**config.mk**
```make
export PLATFORM = sky130hd
export DESIGN_NAME = expression_token_scanner_top
export DESIGN_NICKNAME = d
export VERILOG_FILES = /design/src/rtl/ets_pkg.sv /design/src/rtl/expression_token_scanner_top.sv /design/src/rtl/ets_resq.sv /design/src/rtl/ets_scan.sv
export VERILOG_INCLUDE_DIRS = /design/src /design/src/rtl
export SDC_FILE = /design/constraint.sdc
export NUM_CORES = 1
export LEC_CHECK = 0
export ABC_AREA = 1
export BUFFER_PORTS_ARGS = -buffer_cell sky130_fd_sc_hd__buf_2
export CORE_ASPECT_RATIO = 0.75
export CORE_MARGIN = 10
export CORE_UTILIZATION = 50
export CTS_CLUSTER_SIZE = 24
export DETAILED_ROUTE_END_ITERATION = 8
export PLACE_DENSITY = 0.77
export SLEW_MARGIN = 5
export SYNTH_ARGS = -nofsm -noshare
export SYNTH_HDL_FRONTEND = slang
export SYNTH_SLANG_ARGS = --single-unit
```
**constraint.sdc**
```tcl
create_clock -name clk -period 2.25 [get_ports clk]
set_input_delay 0.225 -clock clk [delete_from_list [all_inputs] [get_ports clk]]
set_output_delay 0.225 -clock clk [all_outputs]
set_load 0.02 [all_outputs]
```
**src/rtl/expression_token_scanner_top_defines.svh**
```systemverilog
// Assertion macros shared by the expression token scanner RTL.
`ifndef EXPRESSION_TOKEN_SCANNER_TOP_DEFINES_SVH
`define EXPRESSION_TOKEN_SCANNER_TOP_DEFINES_SVH

// The consequent must hold in the same cycle as the antecedent.
`define ETS_ASSERT_SAME(lbl, ante, cons, msg) \
	lbl: assert property (@(posedge clk) disable iff (!arst_n) (ante) |-> (cons)) \
		else $error(msg);

// The consequent must hold in the cycle after the antecedent.
`define ETS_ASSERT_NEXT(lbl, ante, cons, msg) \
	lbl: assert property (@(posedge clk) disable iff (!arst_n) (ante) |=> (cons)) \
		else $error(msg);

`endif

```
**src/rtl/ets_pkg.sv**
```systemverilog
// Types and constants shared by the expression token scanner modules.
package ets_pkg;

	// Token kinds as they appear on the result channel.
	typedef enum logic [2:0] {
		TK_NUMBER   = 3'd0,
		TK_VARIABLE = 3'd1,
		TK_FUNCTION = 3'd2,
		TK_OPERATOR = 3'd3,
		TK_NEGATION = 3'd4,
		TK_OPEN     = 3'd5,
		TK_CLOSE    = 3'd6,
		TK_DELIM    = 3'd7
	} tok_kind_t;

	// Kind of the multi-character token currently being collected.
	typedef enum logic [1:0] {
		OPEN_NONE  = 2'd0,
		OPEN_NUM   = 2'd1,
		OPEN_IDENT = 2'd2
	} open_kind_t;

	// Configuration register indexes.
	localparam int CFG_IDX_W = 2;
	localparam logic [CFG_IDX_W-1:0] CFG_DELIM = 2'd0;
	localparam logic [CFG_IDX_W-1:0] CFG_POINT = 2'd1;

	// Configuration reset values.
	localparam logic [7:0] DELIM_RESET = 8'd44;
	localparam logic [7:0] POINT_RESET = 8'd46;

	// Character codes.
	localparam logic [7:0] CH_LPAREN = 8'h28;
	localparam logic [7:0] CH_RPAREN = 8'h29;
	localparam logic [7:0] CH_MINUS  = 8'h2D;
	localparam logic [7:0] CH_UNDER  = 8'h5F;
	localparam logic [7:0] CH_SPACE  = 8'h20;
	localparam logic [7:0] CH_TAB    = 8'h09;
	localparam logic [7:0] CH_ZERO   = 8'h30;
	localparam logic [7:0] CH_NINE   = 8'h39;
	localparam logic [7:0] CH_LC_A   = 8'h61;
	localparam logic [7:0] CH_LC_Z   = 8'h7A;
	localparam logic [7:0] CH_UC_A   = 8'h41;
	localparam logic [7:0] CH_UC_Z   = 8'h5A;

	// Request from the scanner to load its result records into the queue.
	typedef struct packed {
		logic       go;
		logic [1:0] count;
	} res_load_t;

	function automatic logic is_digit(input logic [7:0] c);
		return (c >= CH_ZERO) && (c <= CH_NINE);
	endfunction

	function automatic logic is_alpha(input logic [7:0] c);
		return ((c >= CH_LC_A) && (c <= CH_LC_Z)) || ((c >= CH_UC_A) && (c <= CH_UC_Z));
	endfunction

	function automatic logic is_blank(input logic [7:0] c);
		return (c == CH_SPACE) || (c == CH_TAB);
	endfunction

endpackage

```
**src/rtl/expression_token_scanner_top.sv**
```systemverilog
// Top level of the expression token scanner.
//
//  Channel  | Handshake            | Payload
//  ---------+----------------------+------------------------------------------------
//  in       | in_valid / in_stall  | char_code, line_end
//  out      | out_valid / out_stall| token_kind, start_offset, token_length,
//           |                      | length_clipped, last_of_run
//  cfg      | cfg_valid / cfg_ready| cfg_index, cfg_data (always ready)
//
// One character per cycle while in_stall is low: a character is scanned in the
// input register, and its zero to two records load the result queue as it leaves.
// The queue drains one record per cycle while out_stall is low, so two queued
// records stall the input. An output stall backs up into in_stall once the input
// register is occupied. Reset clears the line state.
`include "expression_token_scanner_top_defines.svh"

module expression_token_scanner_top #(
	parameter int MAX_TOKEN_LEN = 63,
	parameter int MAX_LINE      = 4096,
	localparam int LEN_W        = $clog2(MAX_TOKEN_LEN + 1),
	localparam int POS_W        = $clog2(MAX_LINE)
) (
	input  logic                          clk,
	input  logic                          arst_n,
	input  logic                          in_valid,
	output logic                          in_stall,
	input  logic [7:0]                    char_code,
	input  logic                          line_end,
	output logic                          out_valid,
	input  logic                          out_stall,
	output logic [2:0]                    token_kind,
	output logic [POS_W-1:0]              start_offset,
	output logic [LEN_W-1:0]              token_length,
	output logic                          length_clipped,
	output logic                          last_of_run,
	input  logic                          cfg_valid,
	output logic                          cfg_ready,
	input  logic [ets_pkg::CFG_IDX_W-1:0] cfg_index,
	input  logic [7:0]                    cfg_data
);
	import ets_pkg::*;

	localparam int REC_W = 3 + POS_W + LEN_W + 2;

	res_load_t        load;
	logic             free;
	logic [REC_W-1:0] rec0;
	logic [REC_W-1:0] rec1;
	logic [REC_W-1:0] out_rec;

	assign cfg_ready = 1'b1;

	// Scanner with its input register and state.
	ets_scan #(
		.MAX_TOKEN_LEN (MAX_TOKEN_LEN),
		.MAX_LINE      (MAX_LINE),
		.LEN_W         (LEN_W),
		.POS_W         (POS_W),
		.REC_W         (REC_W)
	) u_scan (
		.clk       (clk),
		.arst_n    (arst_n),
		.in_valid  (in_valid),
		.in_stall  (in_stall),
		.char_code (char_code),
		.line_end  (line_end),
		.cfg_valid (cfg_valid),
		.cfg_index (cfg_index),
		.cfg_data  (cfg_data),
		.free      (free),
		.load      (load),
		.rec0      (rec0),
		.rec1      (rec1)
	);

	// Result queue feeding the output channel.
	ets_resq #(
		.REC_W (REC_W)
	) u_resq (
		.clk       (clk),
		.arst_n    (arst_n),
		.load      (load),
		.rec0      (rec0),
		.rec1      (rec1),
		.free      (free),
		.out_valid (out_valid),
		.out_stall (out_stall),
		.out_rec   (out_rec)
	);

	assign {token_kind, start_offset, token_length, length_clipped, last_of_run} = out_rec;

	// The queue is only loaded when it has room for the pair.
	`ETS_ASSERT_SAME(a_load_has_room, load.go, free, "queue loaded without room")
	// An empty queue can always take a load.
	`ETS_ASSERT_SAME(a_empty_is_free, !out_valid, free, "empty queue reported full")
	// Records loaded into the queue show up on the output next cycle.
	`ETS_ASSERT_NEXT(a_load_shows, load.go && (load.count != 2'd0), out_valid,
		"loaded records not presented")

endmodule

```
**src/rtl/ets_resq.sv**
```systemverilog
// Two-record result queue; hands token records out one per cycle unless stalled.
module ets_resq #(
	parameter int REC_W = 23
) (
	input  logic                 clk,
	input  logic                 arst_n,
	input  ets_pkg::res_load_t   load,
	input  logic [REC_W-1:0]     rec0,
	input  logic [REC_W-1:0]     rec1,
	output logic                 free,
	output logic                 out_valid,
	input  logic                 out_stall,
	output logic [REC_W-1:0]     out_rec
);
	import ets_pkg::*;

	logic [1:0]       cnt_q;
	logic [REC_W-1:0] rec0_q;
	logic [REC_W-1:0] rec1_q;
	logic             take;

	assign out_valid = (cnt_q != 2'd0);
	assign out_rec   = rec0_q;
	assign take      = out_valid && !out_stall;

	// Room for a new pair when empty or when the single record leaves now.
	assign free = (cnt_q == 2'd0) || ((cnt_q == 2'd1) && take);

	// Record count.
	always_ff @(posedge clk or negedge arst_n) begin
		if (!arst_n) begin
			cnt_q <= 2'd0;
		end else if (load.go) begin
			cnt_q <= load.count;
		end else if (take) begin
			cnt_q <= cnt_q - 2'd1;
		end
	end

	// Record storage; the second record moves up when the first is taken.
	always_ff @(posedge clk) begin
		if (load.go) begin
			rec0_q <= rec0;
			rec1_q <= rec1;
		end else if (take && (cnt_q == 2'd2)) begin
			rec0_q <= rec1_q;
		end
	end

endmodule

```
**src/rtl/ets_scan.sv**
```systemverilog
// Character input register, token scanning state and record formation.
module ets_scan #(
	parameter int MAX_TOKEN_LEN = 63,
	parameter int MAX_LINE      = 4096,
	parameter int LEN_W         = 6,
	parameter int POS_W         = 12,
	parameter int REC_W         = 3 + POS_W + LEN_W + 2
) (
	input  logic                          clk,
	input  logic                          arst_n,
	input  logic                          in_valid,
	output logic                          in_stall,
	input  logic [7:0]                    char_code,
	input  logic                          line_end,
	input  logic                          cfg_valid,
	input  logic [ets_pkg::CFG_IDX_W-1:0] cfg_index,
	input  logic [7:0]                    cfg_data,
	input  logic                          free,
	output ets_pkg::res_load_t            load,
	output logic [REC_W-1:0]              rec0,
	output logic [REC_W-1:0]              rec1
);
	import ets_pkg::*;

	localparam int BODY_W = REC_W - 1;
	localparam logic [LEN_W-1:0] LEN_MAX  = LEN_W'(MAX_TOKEN_LEN);
	localparam logic [POS_W-1:0] POS_LAST = POS_W'(MAX_LINE - 1);

	// Input register.
	logic       valid_s1;
	logic [7:0] char_s1;
	logic       end_s1;
	logic       accept;
	logic       advance;

	// Configuration registers.
	logic [7:0] delim_q;
	logic [7:0] point_q;

	// Scanner state.
	open_kind_t       open_kind_q;
	logic [POS_W-1:0] open_start_q;
	logic [LEN_W-1:0] open_len_q;
	logic             open_clip_q;
	logic [7:0]       prior_q;
	logic             seen_q;
	logic [POS_W-1:0] pos_q;

	// Next state.
	open_kind_t       n_kind;
	logic [POS_W-1:0] n_start;
	logic [LEN_W-1:0] n_len;
	logic             n_clip;
	logic [7:0]       n_prior;
	logic             n_seen;
	logic [POS_W-1:0] n_pos;

	// Character classes and record formation.
	logic             c_dig, c_pt, c_alpha, c_word, c_blank;
	logic             p_dig, p_alpha;
	logic             extend, close_a, start_new, emit_b, emit_c;
	tok_kind_t        a_kind, b_kind, c_kind;
	logic [BODY_W-1:0] body_a, body_b, body_c, slot0, slot1;
	logic [1:0]       rec_cnt;

	assign advance  = valid_s1 && free;
	assign in_stall = valid_s1 && !free;
	assign accept   = in_valid && !in_stall;

	// Input register holds one character until the queue can take its records.
	always_ff @(posedge clk or negedge arst_n) begin
		if (!arst_n) begin
			valid_s1 <= 1'b0;
		end else if (accept) begin
			valid_s1 <= 1'b1;
		end else if (advance) begin
			valid_s1 <= 1'b0;
		end
	end

	always_ff @(posedge clk) begin
		if (accept) begin
			char_s1 <= char_code;
			end_s1  <= line_end;
		end
	end

	// Configuration writes; unknown indexes are ignored.
	always_ff @(posedge clk or negedge arst_n) begin
		if (!arst_n) begin
			delim_q <= DELIM_RESET;
			point_q <= POINT_RESET;
		end else if (cfg_valid) begin
			if (cfg_index == CFG_DELIM) begin
				delim_q <= cfg_data;
			end
			if (cfg_index == CFG_POINT) begin
				point_q <= cfg_data;
			end
		end
	end

	assign c_dig   = is_digit(char_s1);
	assign c_pt    = (char_s1 == point_q);
	assign c_alpha = is_alpha(char_s1);
	assign c_word  = c_alpha || c_dig || (char_s1 == CH_UNDER);
	assign c_blank = is_blank(char_s1);
	assign p_dig   = is_digit(prior_q);
	assign p_alpha = is_alpha(prior_q);

	// Token scanning for one character, including the line end flush.
	always_comb begin
		n_kind    = open_kind_q;
		n_start   = open_start_q;
		n_len     = open_len_q;
		n_clip    = open_clip_q;
		n_prior   = prior_q;
		n_seen    = seen_q;
		extend    = 1'b0;
		close_a   = 1'b0;
		start_new = 1'b0;
		emit_b    = 1'b0;
		a_kind    = TK_NUMBER;
		b_kind    = TK_OPERATOR;

		// Decide whether the open token grows or ends.
		case (open_kind_q)
			OPEN_NUM: begin
				if (c_dig || c_pt) begin
					extend = 1'b1;
				end else begin
					close_a   = 1'b1;
					a_kind    = TK_NUMBER;
					start_new = 1'b1;
				end
			end
			OPEN_IDENT: begin
				if (char_s1 == CH_LPAREN) begin
					close_a   = 1'b1;
					a_kind    = TK_FUNCTION;
					start_new = 1'b1;
				end else if (c_word) begin
					extend = 1'b1;
				end else begin
					close_a   = 1'b1;
					a_kind    = TK_VARIABLE;
					start_new = 1'b1;
				end
			end
			default: begin
				start_new = 1'b1;
			end
		endcase

		// Growing token: length saturates and the clip flag records overflow.
		if (extend) begin
			if (open_len_q < LEN_MAX) begin
				n_len = open_len_q + LEN_W'(1);
			end else begin
				n_clip = 1'b1;
			end
			n_prior = char_s1;
		end

		if (close_a) begin
			n_kind  = OPEN_NONE;
			n_start = '0;
			n_len   = '0;
			n_clip  = 1'b0;
		end

		// A new token starts at this character unless it is blank.
		if (start_new && !c_blank) begin
			n_seen  = 1'b1;
			n_prior = char_s1;
			if (c_dig || c_pt || c_word) begin
				n_kind  = (c_dig || c_pt) ? OPEN_NUM : OPEN_IDENT;
				n_start = pos_q;
				n_len   = LEN_W'(1);
				n_clip  = 1'b0;
			end else begin
				emit_b = 1'b1;
				if (char_s1 == CH_LPAREN) begin
					b_kind = TK_OPEN;
				end else if (char_s1 == CH_RPAREN) begin
					b_kind = TK_CLOSE;
				end else if (char_s1 == delim_q) begin
					b_kind = TK_DELIM;
				end else if ((char_s1 == CH_MINUS) && (!seen_q ||
						(!p_alpha && !p_dig && (prior_q != CH_RPAREN)))) begin
					b_kind = TK_NEGATION;
				end else begin
					b_kind = TK_OPERATOR;
				end
			end
		end

		// Line end closes whatever is still open, then clears the line state.
		emit_c = end_s1 && (n_kind != OPEN_NONE);
		c_kind = (n_kind == OPEN_NUM) ? TK_NUMBER : TK_VARIABLE;
		body_c = {c_kind, n_start, n_len, n_clip};

		if (end_s1) begin
			n_kind  = OPEN_NONE;
			n_start = '0;
			n_len   = '0;
			n_clip  = 1'b0;
			n_prior = 8'd0;
			n_seen  = 1'b0;
			n_pos   = '0;
		end else if (pos_q != POS_LAST) begin
			n_pos = pos_q + POS_W'(1);
		end else begin
			n_pos = pos_q;
		end
	end

	assign body_a = {a_kind, open_start_q, open_len_q, open_clip_q};
	assign body_b = {b_kind, pos_q, LEN_W'(1), 1'b0};

	// Pack the records in order of emission; at most two are valid.
	assign rec_cnt = 2'(close_a) + 2'(emit_b) + 2'(emit_c);
	assign slot0   = close_a ? body_a : (emit_b ? body_b : body_c);
	assign slot1   = (close_a && emit_b) ? body_b : body_c;
	assign rec0    = {slot0, rec_cnt == 2'd1};
	assign rec1    = {slot1, 1'b1};

	assign load.go    = advance;
	assign load.count = rec_cnt;

	// State advances together with the queue load.
	always_ff @(posedge clk or negedge arst_n) begin
		if (!arst_n) begin
			open_kind_q  <= OPEN_NONE;
			open_start_q <= '0;
			open_len_q   <= '0;
			open_clip_q  <= 1'b0;
			prior_q      <= 8'd0;
			seen_q       <= 1'b0;
			pos_q        <= '0;
		end else if (advance) begin
			open_kind_q  <= n_kind;
			open_start_q <= n_start;
			open_len_q   <= n_len;
			open_clip_q  <= n_clip;
			prior_q      <= n_prior;
			seen_q       <= n_seen;
			pos_q        <= n_pos;
		end
	end

endmodule

```
* Word level (Yosys, flattened, before mapping)
Index checks and enable logic that the tools add are counted.
Operators by class: add/sub/neg operators 5, $mul 0, div/mod/pow operators 0, order comparisons 13, eq/ne operators 17, shift operators 0, multiplexer cells 58, bitwise operators 0, reduce and logical (&&, ||, !) cells 49
Operator list (count):
- $mux 12 | 6
- $mux 22 | 3
- $mux 23 | 2
- $mux 6 | 6
- $eq 8x6->1 const B | 4
- $ge 8x7->1 const B | 4
- $le 8x7->1 const B | 4
- $mux 3 | 8
- $mux 8 | 3
- $mux 1 | 20
- $logic_and 1x1->1 | 18
- $eq 8x8->1 | 2
- $ge 8x6->1 const B | 2
- $le 8x6->1 const B | 2
- $mux 2 | 7
- $reduce_bool 2->1 | 7
- $add 12x1->12 const B | 1
- $ne 12x12->1 const B | 1
- $eq 2x1->1 const B | 5
- $reduce_and 2->1 | 5
- $logic_or 1x1->1 | 9
- $eq 8x4->1 const B | 1
- $eq 8x7->1 const B | 1
- $ne 8x6->1 const B | 1
- other kinds (10) | 20
Storage, ports and cells: register bits 115, latch bits 0, memory bits (writable) 0, bits in read-only memories 0, input bits 24, output and inout bits 26, word-level logic and storage cells 158, memories 0

* Depth between registers and ports, before layout
depth after elaboration 17, depth in mapped cells 18, mapped depth without buffers 16

* Cells and area by module
A second synthesis with hierarchy kept.
Unflattened totals: cells, all modules 807, area, all modules 6418.7 um2
By module, submodules not included:
- ets_scan | times used 1, cells an instance 659, area each 4518.1 um2, sequential area each 1755.4 um2
- ets_resq | times used 1, cells an instance 146, area each 1889.3 um2, sequential area each 1431.4 um2
- expression_token_scanner_top | times used 1, cells an instance 2, area each 11.3 um2, sequential area each 0.0 um2

* Least setup slack after synthesis
OpenSTA, ideal clock, no wires.
path kind register to register, start point register u_scan.char_s1[1], end point register u_resq.rec0_q[0], in the netlist u_resq.out_rec[0] (data pin), setup time 313 ps, arrival time 2148 ps, required time 1937 ps, path slack -211 ps, stages on the path, launching flop included 15, buffers on the path 2, period minus slack after synthesis 2461 ps, cells stage by stage edfxtp_1 buf_6 nor2_4 nand2_1 nand3_1 nand3_2 nor2_4 nand3_4 nand3_4 nand2_4 nor2_4 inv_2 buf_6 fa_1 o21ai_0
On the way: cells in the longest elaborated chain, start to end 16, elaborated cells on any way between the ends 39, those cells by class add/sub: 2; order compare: 6; eq/ne: 6; mux: 12; reduce/logical: 13
RTL lines:
- start: declaration | RTL line ets_scan.sv:31 | logic [7:0] char_s1;
- start signal: assignment | RTL line ets_scan.sv:83 | char_s1 <= char_code;
- $ge 8x7->1 / $le 8x7->1 (equally long branches) | RTL line ets_pkg.sv:57 | return ((c >= CH_LC_A) && (c <= CH_LC_Z)) || ((c >= CH_UC_A) && (c <= CH_UC_Z));
- $logic_and 1x1->1 | RTL line ets_pkg.sv:57
- $logic_or 1x1->1 | RTL line ets_pkg.sv:57
- $logic_or 1x1->1 (2 in series) | RTL line ets_scan.sv:106 | assign c_word = c_alpha || c_dig || (char_s1 == CH_UNDER);
- $mux 1 | RTL line ets_scan.sv:142 | end else if (c_word) begin
- $mux 1 | RTL line ets_scan.sv:138 | if (char_s1 == CH_LPAREN) begin
- $pmux 1 s2 | RTL line ets_scan.sv:127 | case (open_kind_q)
- $mux 2 | RTL line ets_scan.sv:165 | if (close_a) begin
- $mux 2 | RTL line ets_scan.sv:176 | if (c_dig || c_pt || c_word) begin
- $mux 2 | RTL line ets_scan.sv:173 | if (start_new && !c_blank) begin
- $reduce_bool 2->1 | RTL line ets_scan.sv:199 | emit_c = end_s1 && (n_kind != OPEN_NONE);
- $logic_and 1x1->1 | RTL line ets_scan.sv:199
- $add 2x1->2 (*) | RTL line ets_scan.sv:222 | assign rec_cnt = 2'(close_a) + 2'(emit_b) + 2'(emit_c);
- $eq 2x1->1 (*) | RTL line ets_scan.sv:225 | assign rec0 = {slot0, rec_cnt == 2'd1};
- $mux 23 (*) | RTL line ets_resq.sv:42 | if (load.go) begin
- end signal: assignment | RTL line ets_resq.sv:43 | rec0_q <= rec0;
- end signal: assignment | RTL line ets_resq.sv:46 | rec0_q <= rec1_q;
- end: declaration | RTL line ets_resq.sv:18 | logic [REC_W-1:0] rec0_q;
Every way passes the cells marked *; elsewhere a longest branch is shown, timed or not. A chain may end at the register's enable or synchronous reset.

* Final worst setup path
start point register u_scan.char_s1[0], end point register u_resq.rec0_q[0], in the netlist u_resq.out_rec[0] (data pin)
The elaborated chain is that of the path after synthesis.

==> flow_summary.ini <==
[outcome]
status = complete, but fails checks
violations = negative setup slack

[yosys]
syn-instance-count = 743
synth.top_cell.area_share_pct = 25.4
yosys.area_share.xor_xnor_pct = 3.16
synthMuxAreaShare_pct = 0.157
syn_area_per_cell_sq_um = 8.58
synth_top_family_by_area = simple AND/OR/NAND/NOR gates
synth_compound_area_share_pct = 13.6
async_flop_share_pct = 53.0
ys_warn_count = 0
synth_seq_cells = 115
ys_types = 50
yosys.area_share.simple_pct = 22.8
synth_edf_count = 54
yosysMostFrequentCell = nand2_1
synthesis.nets = 775
ys_seq_area_share_pct = 49.5
synth_ff_type = edfxtp_1
synth.area.top_cells = edfxtp_1, dfrtp_1, nand2_1, inv_1, o21ai_0
synthesis.area_sq_um = 6370
synth_fa_ha_area_share_pct = 1.69
synth_common_cells = nand2_1, inv_1, o21ai_0
post-synth-top-area-cell = edfxtp_1

[clock_tree]
path_clk_slew_ps = 60
clock_path_buffers = 2
cts_buffers = 17
clockRootBuffer = clkbuf_16
clk_latency_ps = 420
cts_sinks = 115
cts_tree = yes
cts.htree.levels = 4

[grt]
track_usage_pct = 19.0
first_global_vias = 5517
antenna_found_initial = 0
grt_pass1_wl_um = 27400
grt_max_degree = 60
overflow = 0

[worst_setup_path]
cp.arrival_ps = 2680
worst-path-max-fanout = 6
critPathCaptureType = register
crit_type = reg -> reg
r2r_slack_ps = -280
start_kind = register
cp_data_required_time_ps = 2400

[pwr]
ir_worst_vdd_v = 0.000813
pwr-share-clk_pct = 22.1
seqPwrFrac_pct = 28.1
finalPower_mw = 12.9
p_leak_nw = 3.90
p_int_mw = 7.55
p_sw_share_pct = 41.5
switchingPower_mw = 5.36
power_frac_comb_pct = 49.9
powerDensity_nw_per_um2 = 1520

[timing]
finalHoldViolCount = 0
setup_ws_ps = -278
period_minus_slack_ps = 2530
setup_tns_ps = -7370
relSlewSlack_pct = 62.9
rsz0062_at_grt = true
max_freq_mhz = 396
fin_hold_ws_ps = 15.9
slew_viol_final = 0
worst_pin_slew_ps = 554
setup_viol = 70
final.setup_skew_ps = 10.5
post-route-period-util_pct = 112

[floorplan]
die-height_um = 118
rows = 35
core_region_area_sq_um = 12400
io_pins = 50
die_w_um = 150
die_area_sq_um = 17700
start_util_pct = 51.4

[drt]
wl_um = 17300
drc_errors = 0
avgRoutedWirePerCell_um = 16.2
via_per_inst = 5.38
drtIter0Drc = 601
via_count = 5714
dr.pass1.iters = 5
ant_nets = 0

[final_layout]
diodes = 0
fillers = 861
final_cell_area_sq_um = 8480
utilization_pct = 68.4
nets = 916
final_cells = 1063
area_growth_pct = 33.0
drive_gt1_share_pct = 33.0

[placed_design]
place_area_sq_um = 7200
place_congestion = 0.901
place_hpwl_um = 10600
pre_cts_slack_ps = -233
dp_cells = 990
portBuffers = 48

[flow_run]
cap_violations = 0

[min_path]
hp-class = in -> reg
-- layout make-up --
cell class                 instances  area, sq um  area share [%]
multi-input combinational        498         2920            34.5
timing repair buffer             155         1190            14.0
clock buffer                      17          425            5.02
tap                              166          208            2.45
inverter                          97          379            4.47
sequential                       115         3160            37.2
clock inverter                    15          196            2.32
-- flip-flops by register name (all words and copies together), names as in the netlist, 2 cells and up --
name,flops
u_resq.cnt_q,2
u_resq.out_rec,23
u_resq.rec1_q,22
u_scan.char_s1,8
u_scan.delim_q,8
u_scan.open_kind_q,2
u_scan.open_len_q,6
u_scan.open_start_q,12
u_scan.point_q,8
u_scan.pos_q,12
u_scan.prior_q,8
-- timing repair --
action                     in CTS  in global routing
setup endpoints to repair      63                 86
gates cloned                    1                  0
gates resized for setup        37                 49
hold buffers                    9                  0
hold endpoints to repair       18                  0
pin swaps                      16                 23
setup buffers                  17                 15
-- path summary, 6_finish.rpt --
| check | startpoint | to | depth (start not counted) |
|---|---|---|---|
| hold reg to reg | u_scan.prior_q[5] | u_scan.prior_q[5] | 2 |
| max in group asynchronous | arst_n | u_scan.seen_q | 3 |
| hold / removal | char_code[5] | u_scan.char_s1[5] | 1 |
| setup reg to reg | u_scan.char_s1[0] | u_resq.out_rec[0] | 12 |
| min in group asynchronous | arst_n | u_scan.delim_q[0] | 2 |
| setup / recovery | u_scan.char_s1[0] | u_resq.out_rec[0] | 12 |
-- kinds of logic (layout without fill, tap and decap cells) --
kind of cell / count (synthesis) / in the layout
simple gates: 317 / 318
mux: 1 / 1
buf+inv: 131 / 284
fa+ha+maj: 8 / 8
xor+xnor: 23 / 23
compound gates: 147 / 147
flops: 115 / 115
other cells: 1 / 1
-- critical path: stages, from the launching register on --
cell and delay, ps:
edfxtp_1 520, xnor2_1 210, nand2_1 120, nor2_2 170, nand2_2 110, nand3_4 100, nand3_4 120, nand3_4 100
nand2_2 60, nand2_2 80, o21ai_2 70, fa_1 550, o21ai_1 60
-- layer usage --
layer,up-vias,GRT usage [%],routed length [um]
met1,2718,24.8,7380
li1,2726,-,-
met4,0,5.70,310
met3,32,4.42,1220
met5,-,0,0
met2,238,30.4,8360
-- cells in the final DEF, fill, tap and decap left out, types with 8 or more instances in the layout --
cell and n:
inv_2 10, nand2_1 174, o21ai_0 48, nor2_4 9, nand2_2 19, a21oi_1 16, dlygate4sd3_1 9, nor2_1 33
o31ai_1 11, clkbuf_16 17, buf_4 79, dfrtp_1 54, buf_6 13, o22ai_1 13, inv_1 83, nor2_2 16
xnor2_1 11, xor2_1 10, nand3_1 28, buf_2 48, nand2_4 8, edfxtp_1 54, o21ai_2 12, o21ai_1 26
-- power by group through the flow --
stage / clock network [mW] / logic, mW / registers [mW]
CTS: 2.86 / 5.91 / 3.62
finish: 2.85 / 6.44 / 3.63
global placement: 0 / 5.19 / 3.63
detailed placement: 0 / 5.32 / 3.66
floorplan: 0 / 3.29 / 3.84
global route: 2.98 / 7.06 / 3.70
Note: power is estimated with default switching activity, not from simulation.
